`src/rtl/stam_pkg.sv`:
```
package stam_pkg;

   localparam int TIME_WIDTH      = 32;
   localparam int CSR_INDEX_WIDTH = 3;
   localparam int CSR_DATA_WIDTH  = 16;
   localparam int FLAG_WIDTH      = 4;
   localparam int ALARM_WIDTH     = 5;
   localparam int PCT_WIDTH       = 7;
   localparam int BYTE_WIDTH      = 8;
   localparam int WORD_WIDTH      = 16;
   localparam int DUST_LIM_WIDTH  = 10;
   localparam int LIGHT_LIM_WIDTH = 14;
   localparam int TEMP_LIM_WIDTH  = 6;

   localparam logic [DUST_LIM_WIDTH-1:0]  DUST_LIMIT_MAX  = 10'd999;
   localparam logic [PCT_WIDTH-1:0]       PCT_MAX         = 7'd100;
   localparam logic [LIGHT_LIM_WIDTH-1:0] LIGHT_LIMIT_MAX = 14'd9999;
   localparam logic [TEMP_LIM_WIDTH-1:0]  TEMP_LIMIT_MAX  = 6'd50;
   localparam logic [WORD_WIDTH-1:0]      TIMING_MIN      = 16'd1;

   localparam logic [DUST_LIM_WIDTH-1:0]  DUST_LIMIT_RESET  = 10'd75;
   localparam logic [PCT_WIDTH-1:0]       GAS_LIMIT_RESET   = 7'd60;
   localparam logic [LIGHT_LIM_WIDTH-1:0] LIGHT_LIMIT_RESET = 14'd1000;
   localparam logic [TEMP_LIM_WIDTH-1:0]  TEMP_LIMIT_RESET  = 6'd30;
   localparam logic [PCT_WIDTH-1:0]       HUM_LIMIT_RESET   = 7'd80;
   localparam logic [WORD_WIDTH-1:0]      TIMEOUT_RESET     = 16'd3000;
   localparam logic [WORD_WIDTH-1:0]      INTERVAL_RESET    = 16'd1000;

   // gas percent = floor((mv + 25) / 50), capped at 100 from 5025 mV up
   localparam int GAS_SUM_WIDTH  = 13;
   localparam int GAS_PROD_WIDTH = 25;
   localparam int GAS_SHIFT      = 18;
   localparam logic [WORD_WIDTH-1:0]    GAS_CAP_MV = 16'd5025;
   localparam logic [GAS_SUM_WIDTH-1:0] GAS_ROUND  = 13'd25;
   localparam logic [GAS_SUM_WIDTH-1:0] GAS_RECIP  = 13'd5243;

   localparam int FLAG_TEMP_HUM = 0;
   localparam int FLAG_DUST     = 1;
   localparam int FLAG_GAS      = 2;
   localparam int FLAG_LIGHT    = 3;

   localparam int ALARM_DUST  = 0;
   localparam int ALARM_GAS   = 1;
   localparam int ALARM_LIGHT = 2;
   localparam int ALARM_TEMP  = 3;
   localparam int ALARM_HUM   = 4;

   localparam logic ACTION_TICK   = 1'b0;
   localparam logic ACTION_REPORT = 1'b1;

   typedef enum logic [CSR_INDEX_WIDTH-1:0] {
      CSR_DUST_LIMIT     = 3'd0,
      CSR_GAS_LIMIT      = 3'd1,
      CSR_LIGHT_LIMIT    = 3'd2,
      CSR_TEMP_LIMIT     = 3'd3,
      CSR_HUM_LIMIT      = 3'd4,
      CSR_LINK_TIMEOUT   = 3'd5,
      CSR_QUERY_INTERVAL = 3'd6
   } stam_csr_index_type;

   typedef struct packed {
      logic [DUST_LIM_WIDTH-1:0]  dust_limit;
      logic [PCT_WIDTH-1:0]       gas_percent_limit;
      logic [LIGHT_LIM_WIDTH-1:0] light_limit;
      logic [TEMP_LIM_WIDTH-1:0]  temperature_limit;
      logic [PCT_WIDTH-1:0]       humidity_limit;
      logic [WORD_WIDTH-1:0]      link_timeout;
      logic [WORD_WIDTH-1:0]      query_interval;
   } stam_cfg_type;

   typedef struct packed {
      logic                   report_seen;
      logic                   stale;
      logic                   query;
      logic [FLAG_WIDTH-1:0]  valid_flags;
      logic [BYTE_WIDTH-1:0]  temperature;
      logic [BYTE_WIDTH-1:0]  humidity;
      logic [WORD_WIDTH-1:0]  dust_level;
      logic [PCT_WIDTH-1:0]   gas_pct;
      logic [WORD_WIDTH-1:0]  light_level;
   } stam_snap_type;

endpackage

```
`src/rtl/stam_if.sv`:
```
interface stam_req_if;
   import stam_pkg::*;

   logic                  valid;
   logic                  ready;
   logic                  action;
   logic [FLAG_WIDTH-1:0] valid_flags;
   logic [BYTE_WIDTH-1:0] temperature;
   logic [BYTE_WIDTH-1:0] humidity;
   logic [WORD_WIDTH-1:0] dust_level;
   logic [WORD_WIDTH-1:0] gas_millivolts;
   logic [WORD_WIDTH-1:0] light_level;

   modport source (
      output valid, action, valid_flags, temperature, humidity,
             dust_level, gas_millivolts, light_level,
      input  ready
   );

   modport sink (
      input  valid, action, valid_flags, temperature, humidity,
             dust_level, gas_millivolts, light_level,
      output ready
   );
endinterface

interface stam_rsp_if;
   import stam_pkg::*;

   logic                   valid;
   logic                   ready;
   logic [ALARM_WIDTH-1:0] alarm_bits;
   logic                   link_stale;
   logic                   send_query;
   logic                   alarm_rising;
   logic                   buzzer_active;
   logic [PCT_WIDTH-1:0]   gas_pct;

   modport source (
      output valid, alarm_bits, link_stale, send_query, alarm_rising,
             buzzer_active, gas_pct,
      input  ready
   );

   modport sink (
      input  valid, alarm_bits, link_stale, send_query, alarm_rising,
             buzzer_active, gas_pct,
      output ready
   );
endinterface

```
`src/rtl/sensor_threshold_alarm_monitor_core.sv`:
```
// An accepted request is registered in the time/link stage, then in the alarm stage, which drives the result.
// Throughput: one request per cycle while the result is not stalled (rsp.ready high or no result held).
// A stalled result holds the alarm stage, and the link stage then holds one request more.
// Reset clears time, link and cached readings, and loads the threshold and timing reset values.
// No clearing pass: requests are accepted as soon as reset is released.
module sensor_threshold_alarm_monitor_core (
   input  logic                                 clock,
   input  logic                                 reset,
   stam_req_if.sink                             req,
   stam_rsp_if.source                           rsp,
   input  logic                                 csr_write_enable,
   input  logic [stam_pkg::CSR_INDEX_WIDTH-1:0] csr_index,
   input  logic [stam_pkg::CSR_DATA_WIDTH-1:0]  csr_write_data
);
   import stam_pkg::*;

   stam_cfg_type  cfg;
   stam_snap_type snap;
   logic          snap_valid;
   logic          advance;

   stam_csr u_csr (
      .clock            (clock),
      .reset            (reset),
      .csr_write_enable (csr_write_enable),
      .csr_index        (csr_index),
      .csr_write_data   (csr_write_data),
      .cfg              (cfg)
   );

   stam_link u_link (
      .clock      (clock),
      .reset      (reset),
      .req        (req),
      .cfg        (cfg),
      .advance    (advance),
      .snap_valid (snap_valid),
      .snap       (snap)
   );

   stam_alarm u_alarm (
      .clock      (clock),
      .reset      (reset),
      .cfg        (cfg),
      .snap_valid (snap_valid),
      .snap       (snap),
      .advance    (advance),
      .rsp        (rsp)
   );

endmodule

```
`src/rtl/stam_csr.sv`:
```
module stam_csr (
   input  logic                                   clock,
   input  logic                                   reset,
   input  logic                                   csr_write_enable,
   input  logic [stam_pkg::CSR_INDEX_WIDTH-1:0]   csr_index,
   input  logic [stam_pkg::CSR_DATA_WIDTH-1:0]    csr_write_data,
   output stam_pkg::stam_cfg_type                 cfg
);
   import stam_pkg::*;

   stam_cfg_type cfg_ff;
   stam_cfg_type cfg_in;

   logic [DUST_LIM_WIDTH-1:0]  dust_value;
   logic [PCT_WIDTH-1:0]       pct_value;
   logic [LIGHT_LIM_WIDTH-1:0] light_value;
   logic [TEMP_LIM_WIDTH-1:0]  temp_value;
   logic [WORD_WIDTH-1:0]      word_value;

   always_comb begin
      dust_value  = csr_write_data[DUST_LIM_WIDTH-1:0];
      pct_value   = csr_write_data[PCT_WIDTH-1:0];
      light_value = csr_write_data[LIGHT_LIM_WIDTH-1:0];
      temp_value  = csr_write_data[TEMP_LIM_WIDTH-1:0];
      word_value  = csr_write_data[WORD_WIDTH-1:0];

      if (dust_value > DUST_LIMIT_MAX) dust_value = DUST_LIMIT_MAX;
      if (pct_value > PCT_MAX) pct_value = PCT_MAX;
      if (light_value > LIGHT_LIMIT_MAX) light_value = LIGHT_LIMIT_MAX;
      if (temp_value > TEMP_LIMIT_MAX) temp_value = TEMP_LIMIT_MAX;
      if (word_value < TIMING_MIN) word_value = TIMING_MIN;

      cfg_in = cfg_ff;
      if (csr_write_enable) begin
         case (csr_index)
            CSR_DUST_LIMIT:     cfg_in.dust_limit        = dust_value;
            CSR_GAS_LIMIT:      cfg_in.gas_percent_limit = pct_value;
            CSR_LIGHT_LIMIT:    cfg_in.light_limit       = light_value;
            CSR_TEMP_LIMIT:     cfg_in.temperature_limit = temp_value;
            CSR_HUM_LIMIT:      cfg_in.humidity_limit    = pct_value;
            CSR_LINK_TIMEOUT:   cfg_in.link_timeout      = word_value;
            CSR_QUERY_INTERVAL: cfg_in.query_interval    = word_value;
            default:            cfg_in = cfg_ff;
         endcase
      end
   end

   always_ff @(posedge clock) begin
      if (reset) begin
         cfg_ff.dust_limit        <= DUST_LIMIT_RESET;
         cfg_ff.gas_percent_limit <= GAS_LIMIT_RESET;
         cfg_ff.light_limit       <= LIGHT_LIMIT_RESET;
         cfg_ff.temperature_limit <= TEMP_LIMIT_RESET;
         cfg_ff.humidity_limit    <= HUM_LIMIT_RESET;
         cfg_ff.link_timeout      <= TIMEOUT_RESET;
         cfg_ff.query_interval    <= INTERVAL_RESET;
      end else begin
         cfg_ff <= cfg_in;
      end
   end

   assign cfg = cfg_ff;

endmodule

```
`src/rtl/stam_link.sv`:
```
module stam_link (
   input  logic                    clock,
   input  logic                    reset,
   stam_req_if.sink                req,
   input  stam_pkg::stam_cfg_type  cfg,
   input  logic                    advance,
   output logic                    snap_valid,
   output stam_pkg::stam_snap_type snap
);
   import stam_pkg::*;

   logic [TIME_WIDTH-1:0] time_ff, time_in;
   logic [TIME_WIDTH-1:0] time_next_ff, time_next_in;
   logic [TIME_WIDTH-1:0] last_report_ff, last_report_in;
   logic [TIME_WIDTH-1:0] last_query_ff, last_query_in;
   logic                  valid_ff, valid_in;
   stam_snap_type         snap_ff, snap_in;

   logic                     accept;
   logic [TIME_WIDTH-1:0]    report_age;
   logic [TIME_WIDTH-1:0]    query_age;
   logic [TIME_WIDTH-1:0]    timeout_ext;
   logic [TIME_WIDTH-1:0]    interval_ext;
   logic [GAS_SUM_WIDTH-1:0] gas_sum;
   logic [GAS_PROD_WIDTH-1:0] gas_prod;
   logic [PCT_WIDTH-1:0]     gas_pct;

   assign req.ready = !valid_ff || advance;
   assign accept    = req.valid && req.ready;

   always_comb begin
      gas_sum  = req.gas_millivolts[GAS_SUM_WIDTH-1:0] + GAS_ROUND;
      gas_prod = GAS_PROD_WIDTH'(gas_sum) * GAS_PROD_WIDTH'(GAS_RECIP);
      if (req.gas_millivolts >= GAS_CAP_MV) begin
         gas_pct = PCT_MAX;
      end else begin
         gas_pct = gas_prod[GAS_SHIFT +: PCT_WIDTH];
      end
   end

   always_comb begin
      timeout_ext  = TIME_WIDTH'(cfg.link_timeout);
      interval_ext = TIME_WIDTH'(cfg.query_interval);
      report_age   = time_next_ff - last_report_ff;
      query_age    = time_next_ff - last_query_ff;

      time_in        = time_ff;
      time_next_in   = time_next_ff;
      last_report_in = last_report_ff;
      last_query_in  = last_query_ff;
      snap_in        = snap_ff;
      valid_in       = valid_ff && !advance;

      if (accept) begin
         valid_in = 1'b1;
         if (req.action == ACTION_REPORT) begin
            snap_in.valid_flags = req.valid_flags;
            snap_in.temperature = req.temperature;
            snap_in.humidity    = req.humidity;
            snap_in.dust_level  = req.dust_level;
            snap_in.gas_pct     = gas_pct;
            snap_in.light_level = req.light_level;
            snap_in.report_seen = 1'b1;
            snap_in.stale       = 1'b0;
            snap_in.query       = 1'b0;
            last_report_in      = time_ff;
         end else begin
            time_in       = time_next_ff;
            time_next_in  = time_next_ff + TIME_WIDTH'(1);
            snap_in.stale = !snap_ff.report_seen || (report_age > timeout_ext);
            snap_in.query = snap_in.stale && (query_age >= interval_ext);
            if (snap_in.query) last_query_in = time_next_ff;
         end
      end
   end

   always_ff @(posedge clock) begin
      if (reset) begin
         time_ff        <= '0;
         time_next_ff   <= TIME_WIDTH'(1);
         last_report_ff <= '0;
         last_query_ff  <= '0;
         valid_ff       <= 1'b0;
         snap_ff        <= '0;
      end else begin
         time_ff        <= time_in;
         time_next_ff   <= time_next_in;
         last_report_ff <= last_report_in;
         last_query_ff  <= last_query_in;
         valid_ff       <= valid_in;
         snap_ff        <= snap_in;
      end
   end

   assign snap_valid = valid_ff;
   assign snap       = snap_ff;

endmodule

```
`src/rtl/stam_alarm.sv`:
```
module stam_alarm (
   input  logic                    clock,
   input  logic                    reset,
   input  stam_pkg::stam_cfg_type  cfg,
   input  logic                    snap_valid,
   input  stam_pkg::stam_snap_type snap,
   output logic                    advance,
   stam_rsp_if.source              rsp
);
   import stam_pkg::*;

   logic                   out_valid_ff, out_valid_in;
   logic [ALARM_WIDTH-1:0] prev_alarms_ff, prev_alarms_in;
   logic [ALARM_WIDTH-1:0] alarm_bits_ff, alarm_bits_in;
   logic                   stale_ff, stale_in;
   logic                   query_ff, query_in;
   logic                   rising_ff, rising_in;
   logic                   buzzer_ff, buzzer_in;
   logic [PCT_WIDTH-1:0]   pct_ff, pct_in;

   logic fresh;

   assign advance = snap_valid && (!out_valid_ff || rsp.ready);

   always_comb begin
      fresh         = snap.report_seen && !snap.stale;
      alarm_bits_in = '0;
      pct_in        = '0;
      if (fresh) begin
         alarm_bits_in[ALARM_DUST] = snap.valid_flags[FLAG_DUST] &&
            (snap.dust_level > WORD_WIDTH'(cfg.dust_limit));
         alarm_bits_in[ALARM_GAS] = snap.valid_flags[FLAG_GAS] &&
            (snap.gas_pct > cfg.gas_percent_limit);
         alarm_bits_in[ALARM_LIGHT] = snap.valid_flags[FLAG_LIGHT] &&
            (snap.light_level > WORD_WIDTH'(cfg.light_limit));
         alarm_bits_in[ALARM_TEMP] = snap.valid_flags[FLAG_TEMP_HUM] &&
            (snap.temperature > BYTE_WIDTH'(cfg.temperature_limit));
         alarm_bits_in[ALARM_HUM] = snap.valid_flags[FLAG_TEMP_HUM] &&
            (snap.humidity > BYTE_WIDTH'(cfg.humidity_limit));
         if (snap.valid_flags[FLAG_GAS]) pct_in = snap.gas_pct;
      end
      stale_in  = snap.stale;
      query_in  = snap.query;
      buzzer_in = |alarm_bits_in;
      rising_in = buzzer_in && (prev_alarms_ff == '0);

      prev_alarms_in = advance ? alarm_bits_in : prev_alarms_ff;
      out_valid_in   = advance || (out_valid_ff && !rsp.ready);
   end

   always_ff @(posedge clock) begin
      if (reset) begin
         out_valid_ff   <= 1'b0;
         prev_alarms_ff <= '0;
      end else begin
         out_valid_ff   <= out_valid_in;
         prev_alarms_ff <= prev_alarms_in;
      end
   end

   always_ff @(posedge clock) begin
      if (advance) begin
         alarm_bits_ff <= alarm_bits_in;
         stale_ff      <= stale_in;
         query_ff      <= query_in;
         rising_ff     <= rising_in;
         buzzer_ff     <= buzzer_in;
         pct_ff        <= pct_in;
      end
   end

   assign rsp.valid         = out_valid_ff;
   assign rsp.alarm_bits    = alarm_bits_ff;
   assign rsp.link_stale    = stale_ff;
   assign rsp.send_query    = query_ff;
   assign rsp.alarm_rising  = rising_ff;
   assign rsp.buzzer_active = buzzer_ff;
   assign rsp.gas_pct       = pct_ff;

   a_buzzer_follows_bits: assert property (@(posedge clock) disable iff (reset)
      rsp.valid |-> (rsp.buzzer_active == (rsp.alarm_bits != '0)))
      else $error("buzzer does not follow alarm bits");

   a_stale_no_alarm: assert property (@(posedge clock) disable iff (reset)
      (rsp.valid && rsp.link_stale) |-> (rsp.alarm_bits == '0 && rsp.gas_pct == '0))
      else $error("alarm or gas percent on stale link");

   a_query_when_stale: assert property (@(posedge clock) disable iff (reset)
      (rsp.valid && rsp.send_query) |-> rsp.link_stale)
      else $error("query requested on fresh link");

   a_pct_capped: assert property (@(posedge clock) disable iff (reset)
      rsp.valid |-> (rsp.gas_pct <= PCT_MAX))
      else $error("gas percent above cap");

   a_rising_after_quiet: assert property (@(posedge clock) disable iff (reset)
      advance |=> (rising_ff == (buzzer_ff && ($past(prev_alarms_ff) == '0))))
      else $error("rising edge flag mismatch");

endmodule
```
`src/flat_wrapper.sv`:
```
// flat-port wrapper written by rule: the top's interface ports become plain ports
module sensor_threshold_alarm_monitor_core_flat import stam_pkg::*;
  (clock, reset, csr_write_enable, csr_index, csr_write_data, req_valid, req_action, req_valid_flags, req_temperature, req_humidity, req_dust_level, req_gas_millivolts, req_light_level, req_ready, rsp_valid, rsp_alarm_bits, rsp_link_stale, rsp_send_query, rsp_alarm_rising, rsp_buzzer_active, rsp_gas_pct, rsp_ready);
  stam_req_if req_i ();
  stam_rsp_if rsp_i ();
  input  logic clock;
  input  logic reset;
  input  logic csr_write_enable;
  input  logic [stam_pkg::CSR_INDEX_WIDTH-1:0] csr_index;
  input  logic [stam_pkg::CSR_DATA_WIDTH-1:0] csr_write_data;
  input wire logic [$bits(req_i.valid)-1:0] req_valid;
  input wire logic [$bits(req_i.action)-1:0] req_action;
  input wire logic [$bits(req_i.valid_flags)-1:0] req_valid_flags;
  input wire logic [$bits(req_i.temperature)-1:0] req_temperature;
  input wire logic [$bits(req_i.humidity)-1:0] req_humidity;
  input wire logic [$bits(req_i.dust_level)-1:0] req_dust_level;
  input wire logic [$bits(req_i.gas_millivolts)-1:0] req_gas_millivolts;
  input wire logic [$bits(req_i.light_level)-1:0] req_light_level;
  output wire logic [$bits(req_i.ready)-1:0] req_ready;
  output wire logic [$bits(rsp_i.valid)-1:0] rsp_valid;
  output wire logic [$bits(rsp_i.alarm_bits)-1:0] rsp_alarm_bits;
  output wire logic [$bits(rsp_i.link_stale)-1:0] rsp_link_stale;
  output wire logic [$bits(rsp_i.send_query)-1:0] rsp_send_query;
  output wire logic [$bits(rsp_i.alarm_rising)-1:0] rsp_alarm_rising;
  output wire logic [$bits(rsp_i.buzzer_active)-1:0] rsp_buzzer_active;
  output wire logic [$bits(rsp_i.gas_pct)-1:0] rsp_gas_pct;
  input wire logic [$bits(rsp_i.ready)-1:0] rsp_ready;
  assign req_i.valid = req_valid;
  assign req_i.action = req_action;
  assign req_i.valid_flags = req_valid_flags;
  assign req_i.temperature = req_temperature;
  assign req_i.humidity = req_humidity;
  assign req_i.dust_level = req_dust_level;
  assign req_i.gas_millivolts = req_gas_millivolts;
  assign req_i.light_level = req_light_level;
  assign req_ready = req_i.ready;
  assign rsp_valid = rsp_i.valid;
  assign rsp_alarm_bits = rsp_i.alarm_bits;
  assign rsp_link_stale = rsp_i.link_stale;
  assign rsp_send_query = rsp_i.send_query;
  assign rsp_alarm_rising = rsp_i.alarm_rising;
  assign rsp_buzzer_active = rsp_i.buzzer_active;
  assign rsp_gas_pct = rsp_i.gas_pct;
  assign rsp_i.ready = rsp_ready;
  sensor_threshold_alarm_monitor_core u_core (.clock(clock), .reset(reset), .req(req_i), .rsp(rsp_i), .csr_write_enable(csr_write_enable), .csr_index(csr_index), .csr_write_data(csr_write_data));
endmodule
```
`config.mk`:
```
export PLATFORM = sky130hd
export DESIGN_NAME = sensor_threshold_alarm_monitor_core_flat
export DESIGN_NICKNAME = d
export VERILOG_FILES = /design/src/rtl/stam_pkg.sv /design/src/rtl/stam_if.sv /design/src/rtl/sensor_threshold_alarm_monitor_core.sv /design/src/rtl/stam_csr.sv /design/src/rtl/stam_link.sv /design/src/rtl/stam_alarm.sv /design/src/flat_wrapper.sv
export SDC_FILE = /design/constraint.sdc
export NUM_CORES = 1
export LEC_CHECK = 0
export ABC_CLOCK_PERIOD_IN_PS = 6230
export BUFFER_PORTS_ARGS = -buffer_cell sky130_fd_sc_hd__buf_4
export CAP_MARGIN = 10
export CELL_PAD_IN_SITES_DETAIL_PLACEMENT = 0
export CELL_PAD_IN_SITES_GLOBAL_PLACEMENT = 1
export CORE_AREA = 3 3 245 199
export CTS_CLUSTER_DIAMETER = 80
export DETAILED_ROUTE_END_ITERATION = 10
export DIE_AREA = 0 0 248 202
export GPL_ROUTABILITY_DRIVEN = 0
export PLACE_DENSITY = 0.8
export SETUP_SLACK_MARGIN = 0.05
export SLEW_MARGIN = 5
export SYNTH_ARGS = -nofsm -noshare
export SYNTH_HDL_FRONTEND = slang
export SYNTH_HIERARCHICAL = 1
export SYNTH_SLANG_ARGS = --single-unit
```
`constraint.sdc`:
```
create_clock -name clock -period 6.23 [get_ports clock]
set_input_delay 0.623 -clock clock [delete_from_list [all_inputs] [get_ports clock]]
set_output_delay 0.623 -clock clock [all_outputs]
set_load 0.05 [all_outputs]
```
==> impl.org <==
** Status
- Status :: finished, final reports clean

** Logic synthesis
- Warnings, synthesis :: 6
- Post-synthesis cell count :: 2435
- Top cells by area in the synthesized netlist :: sky130_fd_sc_hd__dfxtp_1 28%, sky130_fd_sc_hd__ha_1 15%, sky130_fd_sc_hd__nand2_1 7.6%, sky130_fd_sc_hd__a21oi_1 6.6%, sky130_fd_sc_hd__fa_1 5.5%
- Cell variety after synth :: 91
- In this run, synthesis inferred 16 flip-flops with an integrated enable.
- In this run, synthesis produced a sequential element count of 289.
- Averaged over all synthesized cells, the footprint is 8.16 sq um.
- Combined area of all synthesized cells :: 19900 sq um
- After synthesis, the share of flip-flops with an asynchronous set or reset is 0%.
- Sequential share of the synthesized area :: 29.9%
- Leading register cell type out of synthesis :: sky130_fd_sc_hd__dfxtp_1
- In this run the biggest area consumer among cell types represents 27.5% of the synthesized area.
- Sorting the synthesized cells by how often they occur yields 404 x sky130_fd_sc_hd__nand2_1, 286 x sky130_fd_sc_hd__inv_1, 273 x sky130_fd_sc_hd__dfxtp_1.
- Among all cell types in the netlist, the one instantiated most often is sky130_fd_sc_hd__nand2_1.
- Syn nets :: 2815
- The largest total area in the synthesized netlist belongs to sky130_fd_sc_hd__dfxtp_1.

** Layout
- Layout cells sized above 1 :: 10.3%
- Relative to the synthesized area, the layout overhead comes to 14.5%.
- 0 antenna diodes ended up in the layout.
- # nets final :: 2915

** Timing
- Max-slew violation count :: 0
- Hold Violations, Final :: 0
- Pin slew with the least headroom to its limit :: 0.942 ns
- Maximum operating frequency :: 0.171 GHz
- Final critical-path required period :: 5.86 ns
- In this run the tightest slew margin relative to its limit is 37.2%.
- Setup violations remaining at the end of the flow were counted as 0.
- Setup repair after global routing left no endpoint under its margin.
- The clock arrives with 0.0172 ns of skew.
- Final hold analysis gives a worst-case slack of 0.337 ns.
- Final worst path period share :: 94.1%

** Clocking
- TritonCTS built the clock tree.
- CTS Buffer Depth :: 3
- Clock buffers created by TritonCTS :: 34
- Clock latency at the later pin of the worst-skew pair :: 0.53 ns
- CTS built an H-tree with a depth of 2.
- After clock tree synthesis, the clock-pin slew on the worst setup and hold paths is 0.06 ns.
- In this run, post-CTS hold repair placed 0 buffers.
- Sink Count :: 289
- Buffer type at the clock tree root :: sky130_fd_sc_hd__clkbuf_16

** Global routing
- Maximum number of pins on one net before global-route repair :: 189
- Remaining global-route overflow :: 0
- First-pass GRT wire length :: 83400 microns
- Vias in the first global route :: 16221
- Initial antenna violation count :: 0
- For this run, the total global-route usage over all layers was measured as 20.3%.

** Hold path
- The min-delay analysis places its worst path in the category in -> reg.
- Along the worst hold path, the cell count comes to 3.

** Power
- Internal power :: 4.04 mW
- Final Total Pwr :: 6.06 mW
- Part of the total power dissipated in sequential elements :: 31.9%
- Fraction of power consumed by combinational cells :: 36.2%
- For this design the ratio of total power to cell area is 266 nW/um^2.
- Peak VDD IR :: 0.000229 V
- Proportion of power drawn by the clock network :: 32.0%
- In this run switching power makes up 33.3% of total power.
- For this design the total switching power over the nets is 2.02 mW.
- Cell leakage power :: 9.97 nW

** Detailed routing
- Summed over all layers, the routed wires come to 51100 microns.
- Violation count after the first detailed-routing iteration :: 1108
- Using the TritonRoute via totals, the vias-per-cell ratio works out to 5.31.
- Detailed-router iteration count before antenna repair :: 6
- Per-cell routed wire length :: 16.1 microns
- Number of remaining DRC errors :: 0
- Via Count :: 16861
- Final antenna-violating net count :: 0

** Worst setup path
- The largest individual stage delay along the critical path comes from the cell sky130_fd_sc_hd__fa_1.
- The worst setup path is of the in -> reg kind.
- Delay of the slowest critical-path stage :: 0.53 ns
- Worst-path maximum fanout :: 3
- Among the stages of the critical path, the cell type that occurs most often is sky130_fd_sc_hd__inv_1.
- Setup crit start kind :: input port
- For the worst setup path, the data required time is 6.67 ns.
- Data arrival at the endpoint of the critical path :: 6.30 ns
- STA classifies the critical path endpoint as a flop.
- R2R depth :: 21

** Placement
- The count of buffers added on input and output ports is 110.
- HPWL after detailed placement :: 39100 microns

** Die
- DIE AREA :: 50100 sq um
- Initial standard-cell utilization of the core :: 42.6%
- # rows :: 71
- 111 I/O pins were placed.
- Die X :: 248 microns
- DIE HEIGHT :: 202 microns
- The core region is 46600 sq um.

** Run
- Count of maximum capacitance violations :: 0
metrics by stage:
step	TNS [ns]	instance area [sq um]	instances	worst slack, ns	util (%)
CTS	0	22700	3177	0.239	48.7
detailed placement	-0.862	21700	3118	-0.306	46.4
finish	0	22700	3178	0.369	48.8
global placement	-0.155	21700	3118	-0.0848	46.4
global route	0	22700	3178	0.0953	48.8
floorplan	0	20100	2435	0.0590	-
registers in the layout, indices dropped and copies added, names as in the netlist:
name / cells
u_core/u_alarm/prev_alarms_ff: 5
u_core/u_alarm/rsp.link_stale: 1
u_core/u_link/last_query_ff: 32
u_core/u_alarm/rsp.send_query: 1
u_core/u_csr/cfg: 76
u_core/u_alarm/rsp.valid: 1
u_core/u_alarm/rsp.gas_pct: 7
u_core/u_link/last_report_ff: 32
u_core/u_link/snap_valid: 1
u_core/u_alarm/rsp.buzzer_active: 1
u_core/u_link/snap: 62
u_core/u_alarm/rsp.alarm_bits: 5
u_core/u_link/time_next_ff: 32
u_core/u_link/time_ff: 32
u_core/u_alarm/rsp.alarm_rising: 1
power groups by stage:
| stage | Sequential, mW | Clock (mW) | Combinational [mW] |
|---|---|---|---|
| floorplan | 1.98 | 0 | 1.57 |
| global placement | 1.97 | 0 | 2.12 |
| detailed placement | 1.97 | 0 | 2.19 |
| CTS | 1.93 | 1.99 | 2.21 |
| global route | 1.93 | 2.06 | 2.54 |
| finish | 1.93 | 1.94 | 2.19 |
path summary, 6_finish.rpt:
| check | from | end | slack [ns] |
|---|---|---|---|
| setup reg to reg | u_core/u_link/time_next_ff[0] | u_core/u_link/last_query_ff[15] | 0.77 |
| hold / removal | req_light_level[13] | u_core/u_link/snap[13] | 0.34 |
| hold reg to reg | u_core/u_link/snap[59] | u_core/u_alarm/rsp.send_query | 0.45 |
| setup / recovery | req_gas_millivolts[1] | u_core/u_link/snap[22] | 0.37 |
kinds of logic (layout without fill, tap and decap cells):
| kind of cell | after synthesis | in the layout | share of synthesized area (%) |
|---|---|---|---|
| adders and majority gates | 287 | 287 | 20.1 |
| xor gates and xnor gates | 103 | 103 | 4.54 |
| AOI/OAI and AO/OA | 503 | 503 | 15.8 |
| muxes | 44 | 44 | 2.22 |
| DFF | 289 | 289 | 29.9 |
| and+or+nand+nor | 817 | 817 | 19.5 |
| buffers and inverters | 392 | 515 | 7.84 |
worst max-delay path, delay by kind of cell:
kind | cells | cell delay, ns
AO/OA/AOI/OAI | 8 | 1.42
XOR/XNOR | 2 | 0.33
adder cells (fa/ha/maj) | 6 | 2.39
buffers and inverters | 6 | 0.41
AND/OR/NAND/NOR | 5 | 1.11
per-layer routing:
metal / wire length (microns) / GRT usage [%]
met1: 25900 / 30.5
met2: 21700 / 30.6
met4: 953 / 4.94
met3: 2550 / 2.89
met5: 0 / 0
cells in the final DEF, fill, tap and decap left out, types with 40 or more instances in the layout:
cell type / n
sky130_fd_sc_hd__dfxtp_1: 273
sky130_fd_sc_hd__nand4_1: 40
sky130_fd_sc_hd__o21ai_0: 55
sky130_fd_sc_hd__xnor2_1: 55
sky130_fd_sc_hd__fa_1: 55
sky130_fd_sc_hd__ha_1: 228
sky130_fd_sc_hd__buf_4: 166
sky130_fd_sc_hd__mux2i_1: 43
sky130_fd_sc_hd__nand2b_1: 79
sky130_fd_sc_hd__inv_1: 284
sky130_fd_sc_hd__xor2_1: 43
sky130_fd_sc_hd__nor2_1: 101
sky130_fd_sc_hd__a21oi_1: 260
sky130_fd_sc_hd__nand2_1: 404
sky130_fd_sc_hd__nand3_1: 52
repair_timing:
item | 4_1_cts | 5_1_grt
buffers inserted | 0 | 1
setup endpoints to repair | 0 | 3
resized for setup | 0 | 2
layout make-up:
cell class	count	area (sq um)
Fill cell	4493	23900
Sequential cell	289	5950
Clock buffer	47	920
Multi-Input combinational cell	1754	12600
Timing Repair Buffer	168	1280
Inverter	288	1080
Clock inverter	12	146
Tap cell	620	776
No activity file was read; power rests on OpenSTA's default activity.
